File: src/rtl/core/pds_pkg.sv
package pds_pkg;

    localparam int M_COUNT  = 128;
    localparam int N_COUNT  = 16;
    localparam int OD_COUNT = 3;

    localparam int DATA_W = 32;
    localparam int M_W    = (M_COUNT > 1) ? $clog2(M_COUNT) : 1;
    localparam int N_W    = (N_COUNT > 1) ? $clog2(N_COUNT) : 1;
    localparam int OD_W   = (OD_COUNT > 1) ? $clog2(OD_COUNT) : 1;
    // divisor n+1 runs up to N_COUNT
    localparam int D_W    = (N_COUNT > 1) ? $clog2(N_COUNT + 1) : 1;
    // xtal * (m+1) at full width
    localparam int Q_W    = DATA_W + $clog2(M_COUNT + 1);
    // target << od at full width
    localparam int VCO_W  = DATA_W + OD_COUNT - 1;

    localparam int MULT_W   = 7;
    localparam int DIVN_W   = 4;
    localparam int OD_OUT_W = 2;

    localparam int DIV_STEPS = DATA_W;
    localparam int CNT_W     = $clog2(DIV_STEPS);

    localparam logic [DATA_W-1:0] VCO_LOW_HZ  = 32'd500_000_000;
    localparam logic [DATA_W-1:0] VCO_HIGH_HZ = 32'd1_500_000_000;
    localparam logic [DATA_W-1:0] REF_LOW_HZ  = 32'd1_000_000;
    localparam logic [DATA_W-1:0] REF_HIGH_HZ = 32'd50_000_000;
    localparam logic [DATA_W-1:0] NO_ERROR_HZ = 32'hFFFF_FFFF;
    localparam logic [DATA_W-1:0] XTAL_RESET  = 32'd12_000_000;

    typedef enum logic [2:0] {
        ST_IDLE,
        ST_OD_CHECK,
        ST_N_START,
        ST_DIV_WAIT,
        ST_M_STEP,
        ST_FINISH
    } t_state;

    typedef struct packed {
        logic load;
        logic od_inc;
        logic n_clear;
        logic n_inc;
        logic div_start;
        logic m_init;
        logic m_step;
        logic best_upd;
        logic out_load;
    } t_cmd;

    typedef struct packed {
        logic vco_ok;
        logic od_last;
        logic n_last;
        logic div_done;
        logic ref_low;
        logic ref_high;
        logic got_above;
        logic better;
        logic exact;
        logic m_last;
    } t_sts;

endpackage

File: src/rtl/core/pds_divider.sv
module pds_divider
    import pds_pkg::*;
(
    input  logic              i_clk,
    input  logic              i_rst_n,
    input  logic              i_start,
    input  logic [DATA_W-1:0] i_dividend,
    input  logic [D_W-1:0]    i_divisor,
    output logic              o_done,
    output logic [DATA_W-1:0] o_quo,
    output logic [D_W-1:0]    o_rem
);

    logic              r_busy;
    logic              r_done;
    logic [CNT_W-1:0]  r_cnt;
    logic [DATA_W-1:0] r_quo;
    logic [D_W-1:0]    r_rem;

    logic [D_W:0]      part;
    logic              fits;
    logic [D_W:0]      diff;

    // one quotient bit per cycle, restoring
    always_comb begin
        part = {r_rem, r_quo[DATA_W-1]};
        fits = (part >= {1'b0, i_divisor});
        diff = part - {1'b0, i_divisor};
    end

    always_ff @(posedge i_clk) begin
        if (!i_rst_n) begin
            r_busy <= 1'b0;
            r_done <= 1'b0;
            r_cnt  <= '0;
        end else begin
            r_done <= 1'b0;
            if (i_start) begin
                r_busy <= 1'b1;
                r_cnt  <= '0;
            end else if (r_busy) begin
                r_cnt <= r_cnt + CNT_W'(1);
                if (r_cnt == CNT_W'(DIV_STEPS - 1)) begin
                    r_busy <= 1'b0;
                    r_done <= 1'b1;
                end
            end
        end
    end

    always_ff @(posedge i_clk) begin
        if (i_start) begin
            r_quo <= i_dividend;
            r_rem <= '0;
        end else if (r_busy) begin
            r_quo <= {r_quo[DATA_W-2:0], fits};
            r_rem <= fits ? diff[D_W-1:0] : part[D_W-1:0];
        end
    end

    assign o_done = r_done;
    assign o_quo  = r_quo;
    assign o_rem  = r_rem;

endmodule

File: src/rtl/core/pds_datapath.sv
module pds_datapath
    import pds_pkg::*;
(
    input  logic                i_clk,
    input  logic                i_rst_n,
    input  logic [DATA_W-1:0]   i_target_hz,
    input  logic [DATA_W-1:0]   i_crystal_hz,
    input  t_cmd                i_cmd,
    output t_sts                o_sts,
    output logic [MULT_W-1:0]   o_mult_m,
    output logic [DIVN_W-1:0]   o_div_n,
    output logic [OD_OUT_W-1:0] o_out_od,
    output logic                o_found,
    output logic [DATA_W-1:0]   o_error_hz
);

    logic [DATA_W-1:0]   r_target;
    logic [OD_W-1:0]     r_od;
    logic [N_W-1:0]      r_n;
    logic [M_W-1:0]      r_m;
    logic [Q_W-1:0]      r_q;
    logic [D_W-1:0]      r_r;
    logic [DATA_W-1:0]   r_qx;
    logic [D_W-1:0]      r_rx;

    logic [DATA_W-1:0]   r_best_err;
    logic [M_W-1:0]      r_best_m;
    logic [N_W-1:0]      r_best_n;
    logic [OD_W-1:0]     r_best_od;
    logic                r_hit;

    logic [MULT_W-1:0]   r_out_m;
    logic [DIVN_W-1:0]   r_out_n;
    logic [OD_OUT_W-1:0] r_out_od;
    logic                r_out_found;
    logic [DATA_W-1:0]   r_out_err;

    logic [D_W-1:0]      divisor;
    logic                div_done;
    logic [DATA_W-1:0]   div_quo;
    logic [D_W-1:0]      div_rem;

    logic [VCO_W-1:0]    vco;
    logic [Q_W-1:0]      got;
    logic [DATA_W-1:0]   err;
    logic [D_W:0]        rsum;
    logic                carry;
    logic [Q_W-1:0]      n_q;
    logic [D_W-1:0]      n_r;

    assign divisor = D_W'(r_n) + D_W'(1);

    pds_divider u_div (
        .i_clk      (i_clk),
        .i_rst_n    (i_rst_n),
        .i_start    (i_cmd.div_start),
        .i_dividend (i_crystal_hz),
        .i_divisor  (divisor),
        .o_done     (div_done),
        .o_quo      (div_quo),
        .o_rem      (div_rem)
    );

    // (xtal*(m+1))/(n+1) kept as quotient and remainder, one xtal added per m
    always_comb begin
        vco   = VCO_W'(r_target) << r_od;
        got   = r_q >> r_od;
        err   = r_target - got[DATA_W-1:0];
        rsum  = {1'b0, r_r} + {1'b0, r_rx};
        carry = (rsum >= {1'b0, divisor});
        n_r   = carry ? D_W'(rsum - {1'b0, divisor}) : rsum[D_W-1:0];
        n_q   = r_q + Q_W'(r_qx) + Q_W'(carry);
    end

    always_comb begin
        o_sts.vco_ok    = (vco >= VCO_W'(VCO_LOW_HZ)) && (vco <= VCO_W'(VCO_HIGH_HZ));
        o_sts.od_last   = (r_od == OD_W'(OD_COUNT - 1));
        o_sts.n_last    = (r_n == N_W'(N_COUNT - 1));
        o_sts.div_done  = div_done;
        o_sts.ref_low   = (div_quo < REF_LOW_HZ);
        o_sts.ref_high  = (div_quo > REF_HIGH_HZ);
        o_sts.got_above = (got > Q_W'(r_target));
        o_sts.better    = (err < r_best_err);
        o_sts.exact     = (err == '0);
        o_sts.m_last    = (r_m == M_W'(M_COUNT - 1));
    end

    always_ff @(posedge i_clk) begin
        if (i_cmd.load) begin
            r_target <= i_target_hz;
            r_od     <= '0;
        end else if (i_cmd.od_inc) begin
            r_od <= r_od + OD_W'(1);
        end

        if (i_cmd.n_clear) begin
            r_n <= '0;
        end else if (i_cmd.n_inc) begin
            r_n <= r_n + N_W'(1);
        end

        if (i_cmd.m_init) begin
            r_m  <= '0;
            r_q  <= Q_W'(div_quo);
            r_r  <= div_rem;
            r_qx <= div_quo;
            r_rx <= div_rem;
        end else if (i_cmd.m_step) begin
            r_m <= r_m + M_W'(1);
            r_q <= n_q;
            r_r <= n_r;
        end

        if (i_cmd.load) begin
            r_best_err <= NO_ERROR_HZ;
            r_best_m   <= '0;
            r_best_n   <= '0;
            r_best_od  <= '0;
            r_hit      <= 1'b0;
        end else if (i_cmd.best_upd) begin
            r_best_err <= err;
            r_best_m   <= r_m;
            r_best_n   <= r_n;
            r_best_od  <= r_od;
            r_hit      <= 1'b1;
        end

        if (i_cmd.out_load) begin
            r_out_m     <= MULT_W'(r_best_m);
            r_out_n     <= DIVN_W'(r_best_n);
            r_out_od    <= OD_OUT_W'(r_best_od);
            r_out_found <= r_hit;
            r_out_err   <= r_best_err;
        end
    end

    assign o_mult_m   = r_out_m;
    assign o_div_n    = r_out_n;
    assign o_out_od   = r_out_od;
    assign o_found    = r_out_found;
    assign o_error_hz = r_out_err;

endmodule

File: src/rtl/core/pds_ctrl.sv
module pds_ctrl
    import pds_pkg::*;
(
    input  logic i_clk,
    input  logic i_rst_n,
    input  logic i_valid,
    input  logic i_stall,
    input  t_sts i_sts,
    output t_cmd o_cmd,
    output logic o_stall,
    output logic o_valid
);

    t_state r_state;
    t_state n_state;
    logic   r_out_valid;
    logic   n_out_valid;
    logic   slot_free;

    assign slot_free = !r_out_valid || !i_stall;

    always_ff @(posedge i_clk) begin
        if (!i_rst_n) begin
            r_state     <= ST_IDLE;
            r_out_valid <= 1'b0;
        end else begin
            r_state     <= n_state;
            r_out_valid <= n_out_valid;
        end
    end

    always_comb begin
        n_state = r_state;
        o_cmd   = '0;

        unique case (r_state)
            ST_IDLE: begin
                if (i_valid) begin
                    o_cmd.load = 1'b1;
                    n_state    = ST_OD_CHECK;
                end
            end
            ST_OD_CHECK: begin
                if (i_sts.vco_ok) begin
                    o_cmd.n_clear = 1'b1;
                    n_state       = ST_N_START;
                end else if (i_sts.od_last) begin
                    n_state = ST_FINISH;
                end else begin
                    o_cmd.od_inc = 1'b1;
                end
            end
            ST_N_START: begin
                o_cmd.div_start = 1'b1;
                n_state         = ST_DIV_WAIT;
            end
            ST_DIV_WAIT: begin
                if (i_sts.div_done) begin
                    if (i_sts.ref_low) begin
                        // divided reference too low: no larger n can help
                        if (i_sts.od_last) begin
                            n_state = ST_FINISH;
                        end else begin
                            o_cmd.od_inc = 1'b1;
                            n_state      = ST_OD_CHECK;
                        end
                    end else if (i_sts.ref_high) begin
                        if (i_sts.n_last) begin
                            if (i_sts.od_last) begin
                                n_state = ST_FINISH;
                            end else begin
                                o_cmd.od_inc = 1'b1;
                                n_state      = ST_OD_CHECK;
                            end
                        end else begin
                            o_cmd.n_inc = 1'b1;
                            n_state     = ST_N_START;
                        end
                    end else begin
                        o_cmd.m_init = 1'b1;
                        n_state      = ST_M_STEP;
                    end
                end
            end
            ST_M_STEP: begin
                if (!i_sts.got_above) begin
                    o_cmd.best_upd = i_sts.better;
                end
                if (!i_sts.got_above && i_sts.better && i_sts.exact) begin
                    n_state = ST_FINISH;
                end else if (i_sts.got_above || i_sts.m_last) begin
                    if (i_sts.n_last) begin
                        if (i_sts.od_last) begin
                            n_state = ST_FINISH;
                        end else begin
                            o_cmd.od_inc = 1'b1;
                            n_state      = ST_OD_CHECK;
                        end
                    end else begin
                        o_cmd.n_inc = 1'b1;
                        n_state     = ST_N_START;
                    end
                end else begin
                    o_cmd.m_step = 1'b1;
                end
            end
            ST_FINISH: begin
                if (slot_free) begin
                    o_cmd.out_load = 1'b1;
                    n_state        = ST_IDLE;
                end
            end
            default: begin
                n_state = ST_IDLE;
            end
        endcase
    end

    always_comb begin
        if (o_cmd.out_load) begin
            n_out_valid = 1'b1;
        end else if (r_out_valid && !i_stall) begin
            n_out_valid = 1'b0;
        end else begin
            n_out_valid = r_out_valid;
        end
    end

    assign o_stall = (r_state != ST_IDLE);
    assign o_valid = r_out_valid;

endmodule

File: src/rtl/core/pll_divider_search_core.sv
// PLL divider search: one request carries a target output frequency in hertz;
// one result gives multiplier m-1, input divider n-1, output divider exponent,
// a found flag and the error (target minus achieved, all ones if nothing fits).
// The crystal frequency sits in an APB register at byte address 0, 12 MHz after
// reset; write it only while no request is in flight.
// Input channel: i_valid / o_stall, a request is taken when i_valid is high and
// o_stall is low. o_stall stays high from the cycle after a request is taken
// until its result has moved into the output register.
// Output channel: o_valid / i_stall, the result holds while i_stall is high.
// The output register frees the search engine, so the next request is taken
// while a result still waits downstream.
// Search time: each output divider is examined; for each input divider tried
// the engine starts a serial division of the crystal frequency, then steps
// through the multipliers; last the result is loaded. The serial divider and
// the one-multiplier-per-cycle loop set the search time.
// Synchronous active-low reset empties the output register and returns the
// engine to idle.
module pll_divider_search_core
    import pds_pkg::*;
(
    input  logic                i_clk,
    input  logic                i_rst_n,

    input  logic                i_valid,
    output logic                o_stall,
    input  logic [DATA_W-1:0]   i_target_hz,

    output logic                o_valid,
    input  logic                i_stall,
    output logic [MULT_W-1:0]   o_mult_m,
    output logic [DIVN_W-1:0]   o_div_n,
    output logic [OD_OUT_W-1:0] o_out_od,
    output logic                o_found,
    output logic [DATA_W-1:0]   o_error_hz,

    input  logic                psel,
    input  logic                penable,
    input  logic                pwrite,
    input  logic [2:0]          paddr,
    input  logic [31:0]         pwdata,
    output logic [31:0]         prdata,
    output logic                pready
);

    logic [DATA_W-1:0] r_crystal_hz;
    logic              reg_wr;
    logic              reg_sel;
    t_cmd              cmd;
    t_sts              sts;

    assign pready  = 1'b1;
    assign reg_sel = (paddr[2] == 1'b0);
    assign reg_wr  = psel && penable && pwrite && pready && reg_sel;
    assign prdata  = reg_sel ? r_crystal_hz : '0;

    always_ff @(posedge i_clk) begin
        if (!i_rst_n) begin
            r_crystal_hz <= XTAL_RESET;
        end else if (reg_wr) begin
            r_crystal_hz <= pwdata;
        end
    end

    pds_ctrl u_ctrl (
        .i_clk   (i_clk),
        .i_rst_n (i_rst_n),
        .i_valid (i_valid),
        .i_stall (i_stall),
        .i_sts   (sts),
        .o_cmd   (cmd),
        .o_stall (o_stall),
        .o_valid (o_valid)
    );

    pds_datapath u_dp (
        .i_clk        (i_clk),
        .i_rst_n      (i_rst_n),
        .i_target_hz  (i_target_hz),
        .i_crystal_hz (r_crystal_hz),
        .i_cmd        (cmd),
        .o_sts        (sts),
        .o_mult_m     (o_mult_m),
        .o_div_n      (o_div_n),
        .o_out_od     (o_out_od),
        .o_found      (o_found),
        .o_error_hz   (o_error_hz)
    );

endmodule

File: config.mk
export PLATFORM = sky130hd
export DESIGN_NAME = pll_divider_search_core
export DESIGN_NICKNAME = d
export VERILOG_FILES = /design/src/rtl/core/pds_pkg.sv /design/src/rtl/core/pds_divider.sv /design/src/rtl/core/pds_datapath.sv /design/src/rtl/core/pds_ctrl.sv /design/src/rtl/core/pll_divider_search_core.sv
export SDC_FILE = /design/constraint.sdc
export NUM_CORES = 1
export LEC_CHECK = 0
export ABC_AREA = 1
export BUFFER_PORTS_ARGS = -buffer_cell sky130_fd_sc_hd__buf_4
export CORE_UTILIZATION = 55
export CTS_CLUSTER_DIAMETER = 150
export DETAILED_ROUTE_END_ITERATION = 16
export PLACE_DENSITY = 0.75
export SLEW_MARGIN = 25
export SYNTH_ARGS = -nofsm -noshare
export SYNTH_HDL_FRONTEND = slang
export SYNTH_SLANG_ARGS = --single-unit
File: constraint.sdc
create_clock -name i_clk -period 7.22 [get_ports i_clk]
set_input_delay 0 -clock i_clk [delete_from_list [all_inputs] [get_ports i_clk]]
set_output_delay 0 -clock i_clk [all_outputs]
set_load 0.01 [all_outputs]
# Word level (Yosys, flattened, before mapping)
# Index checks and enable logic that the tools add are counted.
# W data, S select, Z words.
dict set report totals {
  ff_bits 299
  input_bits 74
  output_inout_bits 81
  word_cells 144
}
dict set report classes {
  n_addsub 11
  n_lt_le_gt_ge 8
  n_eq_ne 14
  shift 2
  muxes 58
  bitwise_logic 3
  n_reduce_logical 21
}
# operator count
set op_table {}
lappend op_table {{$mux W32} 5}
lappend op_table {{$add A40 B1 Y40} 1}
lappend op_table {{$add A40 B32 Y40} 1}
lappend op_table {{$gt A40 B32 Y1} 1}
lappend op_table {{$shr A40 B2 Y40} 1}
lappend op_table {{$ge A34 B29 Y1 const B} 1}
lappend op_table {{$le A34 B31 Y1 const B} 1}
lappend op_table {{$mux W1} 34}
lappend op_table {{$shl A32 B2 Y34} 1}
lappend op_table {{$mux W3} 11}
lappend op_table {{$gt A32 B26 Y1 const B} 1}
lappend op_table {{$logic_not A32 Y1} 1}
lappend op_table {{$lt A32 B20 Y1 const B} 1}
lappend op_table {{$lt A32 B32 Y1} 1}
lappend op_table {{$sub A32 B32 Y32} 1}
lappend op_table {{$mux W5} 4}
lappend op_table {{$pmux W3 S6} 1}
lappend op_table {{$ge A6 B5 Y1} 2}
lappend op_table {{$sub A5 B5 Y5} 2}
lappend op_table {{$add A7 B1 Y7 const B} 1}
lappend op_table {{$eq A7 B7 Y1 const B} 1}
lappend op_table {{$logic_and A1 B1 Y1} 7}
lappend op_table {{$add A5 B5 Y6} 1}
lappend op_table {{$eq A3 B2 Y1 const B} 2}
lappend op_table {{25 further kinds} 34}

# Depth between registers and ports, before layout
dict set report depth {
  ltp_word 9
  depth_mapped 38
  mapped_depth_nobuf 34
}

# By module
# Synthesis repeated with hierarchy kept, for this count alone.
dict set report unflattened {
  hier_cells 2811
  area_unflattened_um2 20430.8
}
# module n_inst cells_per_inst area_each_um2
set modules_own_cells {}
lappend modules_own_cells {pds_datapath 1 2223 16165.5}
lappend modules_own_cells {pds_divider 1 240 2137.0}
lappend modules_own_cells {pll_divider_search_core 1 260 1662.8}
lappend modules_own_cells {pds_ctrl 1 88 465.4}

# Worst setup path before layout
# Ideal clock, no wire load.
dict set report synth_timing {
  kind {register -> register}
  start {register u_dp.r_od[0]}
  end {register u_dp.r_q[0] (enable)}
  arrival_ns 4.764
  t_required_ns 6.825
  slack_ns 2.062
  stages_incl_launch_ff 33
  period_less_slack_ns 5.158
  path_cell_list {dfxtp_1 buf_6 buf_2 inv_1 clkbuf_1 clkbuf_1 or2_2 o21ai_0 inv_1 o21ai_0 inv_1 ha_1 nand2_2 inv_1 nand2_1 nand2_1 a21oi_1 nand2_1 nand2_1 nand2_1 nand2_1 nand2_1 ha_1 nand2_1 nor2_1 nand2_1 nor4_1 nand2_1 nand2_1 a21oi_4 nand3_2 nand3_4 nand2_1}
}
dict set report synth_between {
  elab_chain_cells 8
  word_cells_on_any_way 13
  classes_between {add/sub: 1; order compare: 2; shift: 1; mux: 3; reduce/logical: 6}
}
# item line_no
set synth_rtl {}
lappend synth_rtl {{start, declared} pds_datapath.sv:18} ;# logic [OD_W-1:0] r_od;
lappend synth_rtl {{start signal, assigned} pds_datapath.sv:93} ;# r_od <= r_od + OD_W'(1);
lappend synth_rtl {{$shr A40 B2 Y40 *} pds_datapath.sv:67} ;# got = r_q >> r_od;
lappend synth_rtl {{$sub A32 B32 Y32 *} pds_datapath.sv:68} ;# err = r_target - got[DATA_W-1:0];
lappend synth_rtl {{net u_dp.err[31]} pds_datapath.sv:45} ;# logic [DATA_W-1:0] err;
lappend synth_rtl {{$lt A32 B32 Y1} pds_datapath.sv:83} ;# o_sts.better = (err < r_best_err);
lappend synth_rtl {{$logic_and A1 B1 Y1} pds_ctrl.sv:89} ;# if (!i_sts.got_above && i_sts.better && i_sts.exact) begin
lappend synth_rtl {{$logic_and A1 B1 Y1 *} pds_ctrl.sv:89}
lappend synth_rtl {{$mux W1 *} pds_ctrl.sv:89}
lappend synth_rtl {{$mux W2 *} pds_ctrl.sv:36} ;# unique case (r_state)
lappend synth_rtl {{$reduce_bool A2 Y1 (no line) *} n/a}
lappend synth_rtl {{end signal, assigned} pds_datapath.sv:104} ;# r_q <= Q_W'(div_quo);
lappend synth_rtl {{end signal, assigned} pds_datapath.sv:110} ;# r_q <= n_q;
lappend synth_rtl {{end, declared} pds_datapath.sv:21} ;# logic [Q_W-1:0] r_q;
# The timed path passes the listed nets; every way through them passes the cells marked *.
# A chain may end at the register's enable or synchronous reset.

# Worst setup path after layout
dict set report layout_timing {
  start {register u_dp.r_rx[2]}
  end {register u_dp.r_q[24] (data pin)}
}
dict set report layout_between {
  elab_chain_cells 5
}
# item line_no
set layout_rtl {}
lappend layout_rtl {{start, declared} pds_datapath.sv:24} ;# logic [D_W-1:0] r_rx;
lappend layout_rtl {{start signal, assigned} pds_datapath.sv:107} ;# r_rx <= div_rem;
lappend layout_rtl {{$add A5 B5 Y6} pds_datapath.sv:69} ;# rsum = {1'b0, r_r} + {1'b0, r_rx};
lappend layout_rtl {{$ge A6 B5 Y1} pds_datapath.sv:70} ;# carry = (rsum >= {1'b0, divisor});
lappend layout_rtl {{$add A40 B1 Y40} pds_datapath.sv:72} ;# n_q = r_q + Q_W'(r_qx) + Q_W'(carry);
lappend layout_rtl {{$mux W32} pds_datapath.sv:108} ;# end else if (i_cmd.m_step) begin
lappend layout_rtl {{$mux W32} pds_datapath.sv:102} ;# if (i_cmd.m_init) begin
# Every way passes these cells. The select of a mux whose other input is x is not followed.

==> results.yml <==
run_status:
  result_of_the_run: "finished clean"
cts:
  cts_tree: "yes"
  insertion_delay_ns: 0.55
  clock_pin_slew_on_the_worst_setup_and_hold_paths_ns: 0.06
  numCtsBuffers: 34
  numClockSinks: 299
  cts-root-buf: "sky130_fd_sc_hd__clkbuf_16"
  cts.repair.resized: 0
  cts-root-to-sink-buffers: 3
  ctsHtreeMaxLevel: 2
  postCtsSetupBuffers: 0
synthesis:
  yosys_most_used_dff: "sky130_fd_sc_hd__edfxtp_1"
  synthesis.area_per_instance_sq_um: 7.42
  yosysUniqueCellTypes: 59
  syn_area_sq_um: 19800
  synth_largest_type_area_fraction_pct: 27.9
  largest_cells_by_area_after_synthesis: "sky130_fd_sc_hd__edfxtp_1 (28%), sky130_fd_sc_hd__nand2_1 (13%), sky130_fd_sc_hd__dfxtp_1 (12%)"
  syn-instance-count: 2667
  asyncSetResetFlopFracSynth_pct: 0
  yosysWarnings: 0
  postSynthRegisterBits: 299
  seq_area_frac_synth_pct: 39.5
  synth-edff-count: 184
  synth_top_cell_by_area: "sky130_fd_sc_hd__edfxtp_1"
  synth.net_count: 2893
timing:
  finalMaxSlewViolations: 0
  fin_crit_sh_pct: 85.4
  max_clock_freq_mhz: 162
  final.setup_skew_ns: 0.0217
  rsz0062_at_grt: "false"
  final.min_clock_period_ns: 6.17
  finalWorstSetupSlack_ns: 1.05
  tightestPinTransition_ns: 1.02
  max-slew-margin-rel_pct: 31.7
  timing.final.hold_violations: 0
  timing.final.setup_violations: 0
  setup_tns_ns: 0
critical_path:
  critical_path.endpoint_type: "flip-flop"
  critPathRequiredTime_ns: 7.51
  path_class: "reg2reg"
  cp-start-kind: "flip-flop"
  timing.critical_path.arrival_ns: 6.46
  worstPathMaxFanout: 9
  reg2reg_depth: 26
final_layout:
  syn2layout_area_growth_pct: 18.3
  layout.cells.most_common: "sky130_fd_sc_hd__nand2_1"
  layout.nets: 3120
  drive_above_1_share_pct: 10.5
  num_antenna_cells: 0
  most-common-layout-cells: "sky130_fd_sc_hd__nand2_1 (682), sky130_fd_sc_hd__inv_1 (441), sky130_fd_sc_hd__o21ai_0 (249), sky130_fd_sc_hd__a21oi_1 (195), sky130_fd_sc_hd__edfxtp_1 (184)"
floorplan:
  die_area_sq_um: 36800
  die_x_um: 192
  design.core.area_sq_um: 35500
  boundaryPins: 155
  die_h_um: 192
  num_rows: 69
  starting_density_of_the_core_pct: 55.8
placed_design:
  gp_congestion: 0.957
  number_of_buffers_inserted_by_port_buffering: 151
  place_worst_setup_slack_ns: 1.15
  dpl.hpwl_um: 39300
global_route:
  globalRoute.totalOverflow: 0
  grt_max_degree: 98
  busiest_layer: "met2"
  grt_pass1_vias: 17544
  gr-usage-met1_pct: 33.6
  grt_pass1_wl_um: 85200
  grtUsageMet3_pct: 3.49
  grt_antenna_before_repair: 0
  gr-usage-all-layers_pct: 29.3
  met2_usage_pct: 54.5
routing:
  drt-vias-per-instance: 5.34
  ant_nets: 0
  detail_route.iter0.violations: 974
  drt-pass1-iter-count: 5
  wl_per_cell_um: 15.7
  num_vias: 18053
  routed_wl_um: 53200
  drc: 0
power_and_ir_drop:
  max-vdd-ir-drop_mv: 0.260
  powerDensity_nw_per_um2: 319
  p_leak_nw: 11.3
worst_hold_path:
  worst_hold_path.num_cells: 6
  worstHoldPathType: "in2reg"
flow_run:
  max_cap_viol_count: 0
final timing paths:
check | slack (ns) | from | to
hold / removal | 0.11 | i_valid | u_ctrl.r_state[0]$_SDFFE_PN0P_
hold reg to reg | 0.43 | u_dp.r_best_n[1]$_SDFFE_PP0P_ | u_dp.o_div_n[1]$_DFFE_PP_
setup reg to reg | 1.05 | u_dp.r_rx[2]$_DFFE_PP_ | u_dp.r_q[24]$_DFFE_PP_
setup / recovery | 1.05 | u_dp.r_rx[2]$_DFFE_PP_ | u_dp.r_q[24]$_DFFE_PP_
where the power goes:
group | internal, mW | switching (mW)
logic | 1.15 | 2.40
registers | 2.05 | 0.146
clock network | 1.00 | 0.712
cells in the mapped netlist, types with 5 or more instances:
cell	instances
sky130_fd_sc_hd__fa_1	6
sky130_fd_sc_hd__nand2_2	12
sky130_fd_sc_hd__nor2_1	182
sky130_fd_sc_hd__xor2_1	21
sky130_fd_sc_hd__nor2_2	10
sky130_fd_sc_hd__inv_2	14
sky130_fd_sc_hd__a31oi_1	5
sky130_fd_sc_hd__nand3b_1	6
sky130_fd_sc_hd__o211ai_1	24
sky130_fd_sc_hd__nor3_1	24
sky130_fd_sc_hd__or2_2	28
sky130_fd_sc_hd__inv_1	444
sky130_fd_sc_hd__clkbuf_1	48
sky130_fd_sc_hd__a21oi_1	196
sky130_fd_sc_hd__dfxtp_1	115
sky130_fd_sc_hd__nand2_1	682
sky130_fd_sc_hd__o21ai_0	249
sky130_fd_sc_hd__buf_1	5
sky130_fd_sc_hd__o21a_1	7
sky130_fd_sc_hd__nand3_2	5
sky130_fd_sc_hd__xnor2_1	23
sky130_fd_sc_hd__nand4_1	27
sky130_fd_sc_hd__o21ai_1	30
sky130_fd_sc_hd__mux2i_1	5
sky130_fd_sc_hd__buf_2	12
sky130_fd_sc_hd__edfxtp_1	184
sky130_fd_sc_hd__nand3_1	91
sky130_fd_sc_hd__ha_1	146
sky130_fd_sc_hd__nor4_1	7
state kept, by name (all words and copies together) (netlist names), 3 cells and up:
signal,flops
r_crystal_hz,32
u_dp.r_m,7
u_ctrl.r_state,3
u_dp.r_r,5
u_dp.r_rx,5
u_dp.r_best_n,4
u_dp.u_div.o_quo,32
u_dp.r_best_err,32
u_dp.r_best_m,7
u_dp.o_mult_m,7
u_dp.o_error_hz,32
u_dp.r_n,4
u_dp.u_div.o_rem,5
u_dp.r_q,40
u_dp.o_div_n,4
u_dp.u_div.r_cnt,5
u_dp.r_target,32
u_dp.r_qx,32
cells by family after synthesis:
| kind of cell | Yosys count | share of synthesized area (%) |
|---|---|---|
| DFF | 299 | 39.5 |
| other | 1 | 0.0189 |
| muxes | 6 | 0.322 |
| AOI/OAI and AO/OA | 541 | 14.7 |
| buffers and inverters | 532 | 10.3 |
| and+or+nand+nor | 1092 | 23.3 |
| adders and majority gates | 152 | 9.84 |
| xor gates and xnor gates | 44 | 1.95 |
critical path, stage by stage, from the launching register on:
cell and delay [ns]:
sky130_fd_sc_hd__edfxtp_1 0.37, sky130_fd_sc_hd__ha_1 0.35, sky130_fd_sc_hd__a21oi_1 0.17, sky130_fd_sc_hd__inv_1 0.05, sky130_fd_sc_hd__a31oi_1 0.24, sky130_fd_sc_hd__xor2_1 0.22
sky130_fd_sc_hd__inv_1 0.06, sky130_fd_sc_hd__ha_1 0.34, sky130_fd_sc_hd__nand2_1 0.10, sky130_fd_sc_hd__nor2_1 0.04, sky130_fd_sc_hd__a211oi_1 0.30, sky130_fd_sc_hd__o21ai_0 0.15
sky130_fd_sc_hd__a211oi_1 0.22, sky130_fd_sc_hd__nand2_1 0.29, sky130_fd_sc_hd__fa_1 0.59, sky130_fd_sc_hd__fa_1 0.49, sky130_fd_sc_hd__nand3_1 0.10, sky130_fd_sc_hd__nand2_1 0.09
sky130_fd_sc_hd__a21oi_1 0.27, sky130_fd_sc_hd__o21ai_1 0.14, sky130_fd_sc_hd__a21oi_1 0.31, sky130_fd_sc_hd__o21bai_1 0.20, sky130_fd_sc_hd__a21oi_1 0.28, sky130_fd_sc_hd__o21ai_1 0.17
sky130_fd_sc_hd__xor2_1 0.17, sky130_fd_sc_hd__o21ai_0 0.16, sky130_fd_sc_hd__inv_1 0.05
stage by stage:
| step | instances | instance area (sq um) | hold slack, ns | utilization [%] | power [mW] |
|---|---|---|---|---|---|
| floorplan | 2667 | 19800 | 0.0989 | - | 4.71 |
| global route | 3381 | 23400 | 0.121 | 66.0 | 8.06 |
| finish | 3381 | 23400 | 0.108 | 66.0 | 7.47 |
| detailed placement | 3220 | 21300 | 0.179 | 60.1 | 5.70 |
| global placement | 3220 | 21300 | 0.179 | 60.1 | 5.59 |
| CTS | 3381 | 23400 | 0.0918 | 66.0 | 7.47 |
what timing repair did:
item / CTS / global route
setup endpoints to repair: 0 / 0
hold buffers: 99 / 0
endpoints found under the hold margin: 75 / 0
metal layers:
metal / part of all wire (%) / vias up
met5: 0 / -
met4: 3.5 / 0
met3: 4.4 / 122
met2: 51 / 491
met1: 41 / 8297
li1: - / 9143
final cells by class:
type                    instances  area, sq um
fillers                      3013        12100
multi-input cells            1836         9950
flip-flops and latches        299         7830
repair buffers                262         2210
inverters                     461         1730
clock buffers                  45          943
well taps                     461          577
clock inverters                17          161
No activity file was read; power rests on OpenSTA's default activity.
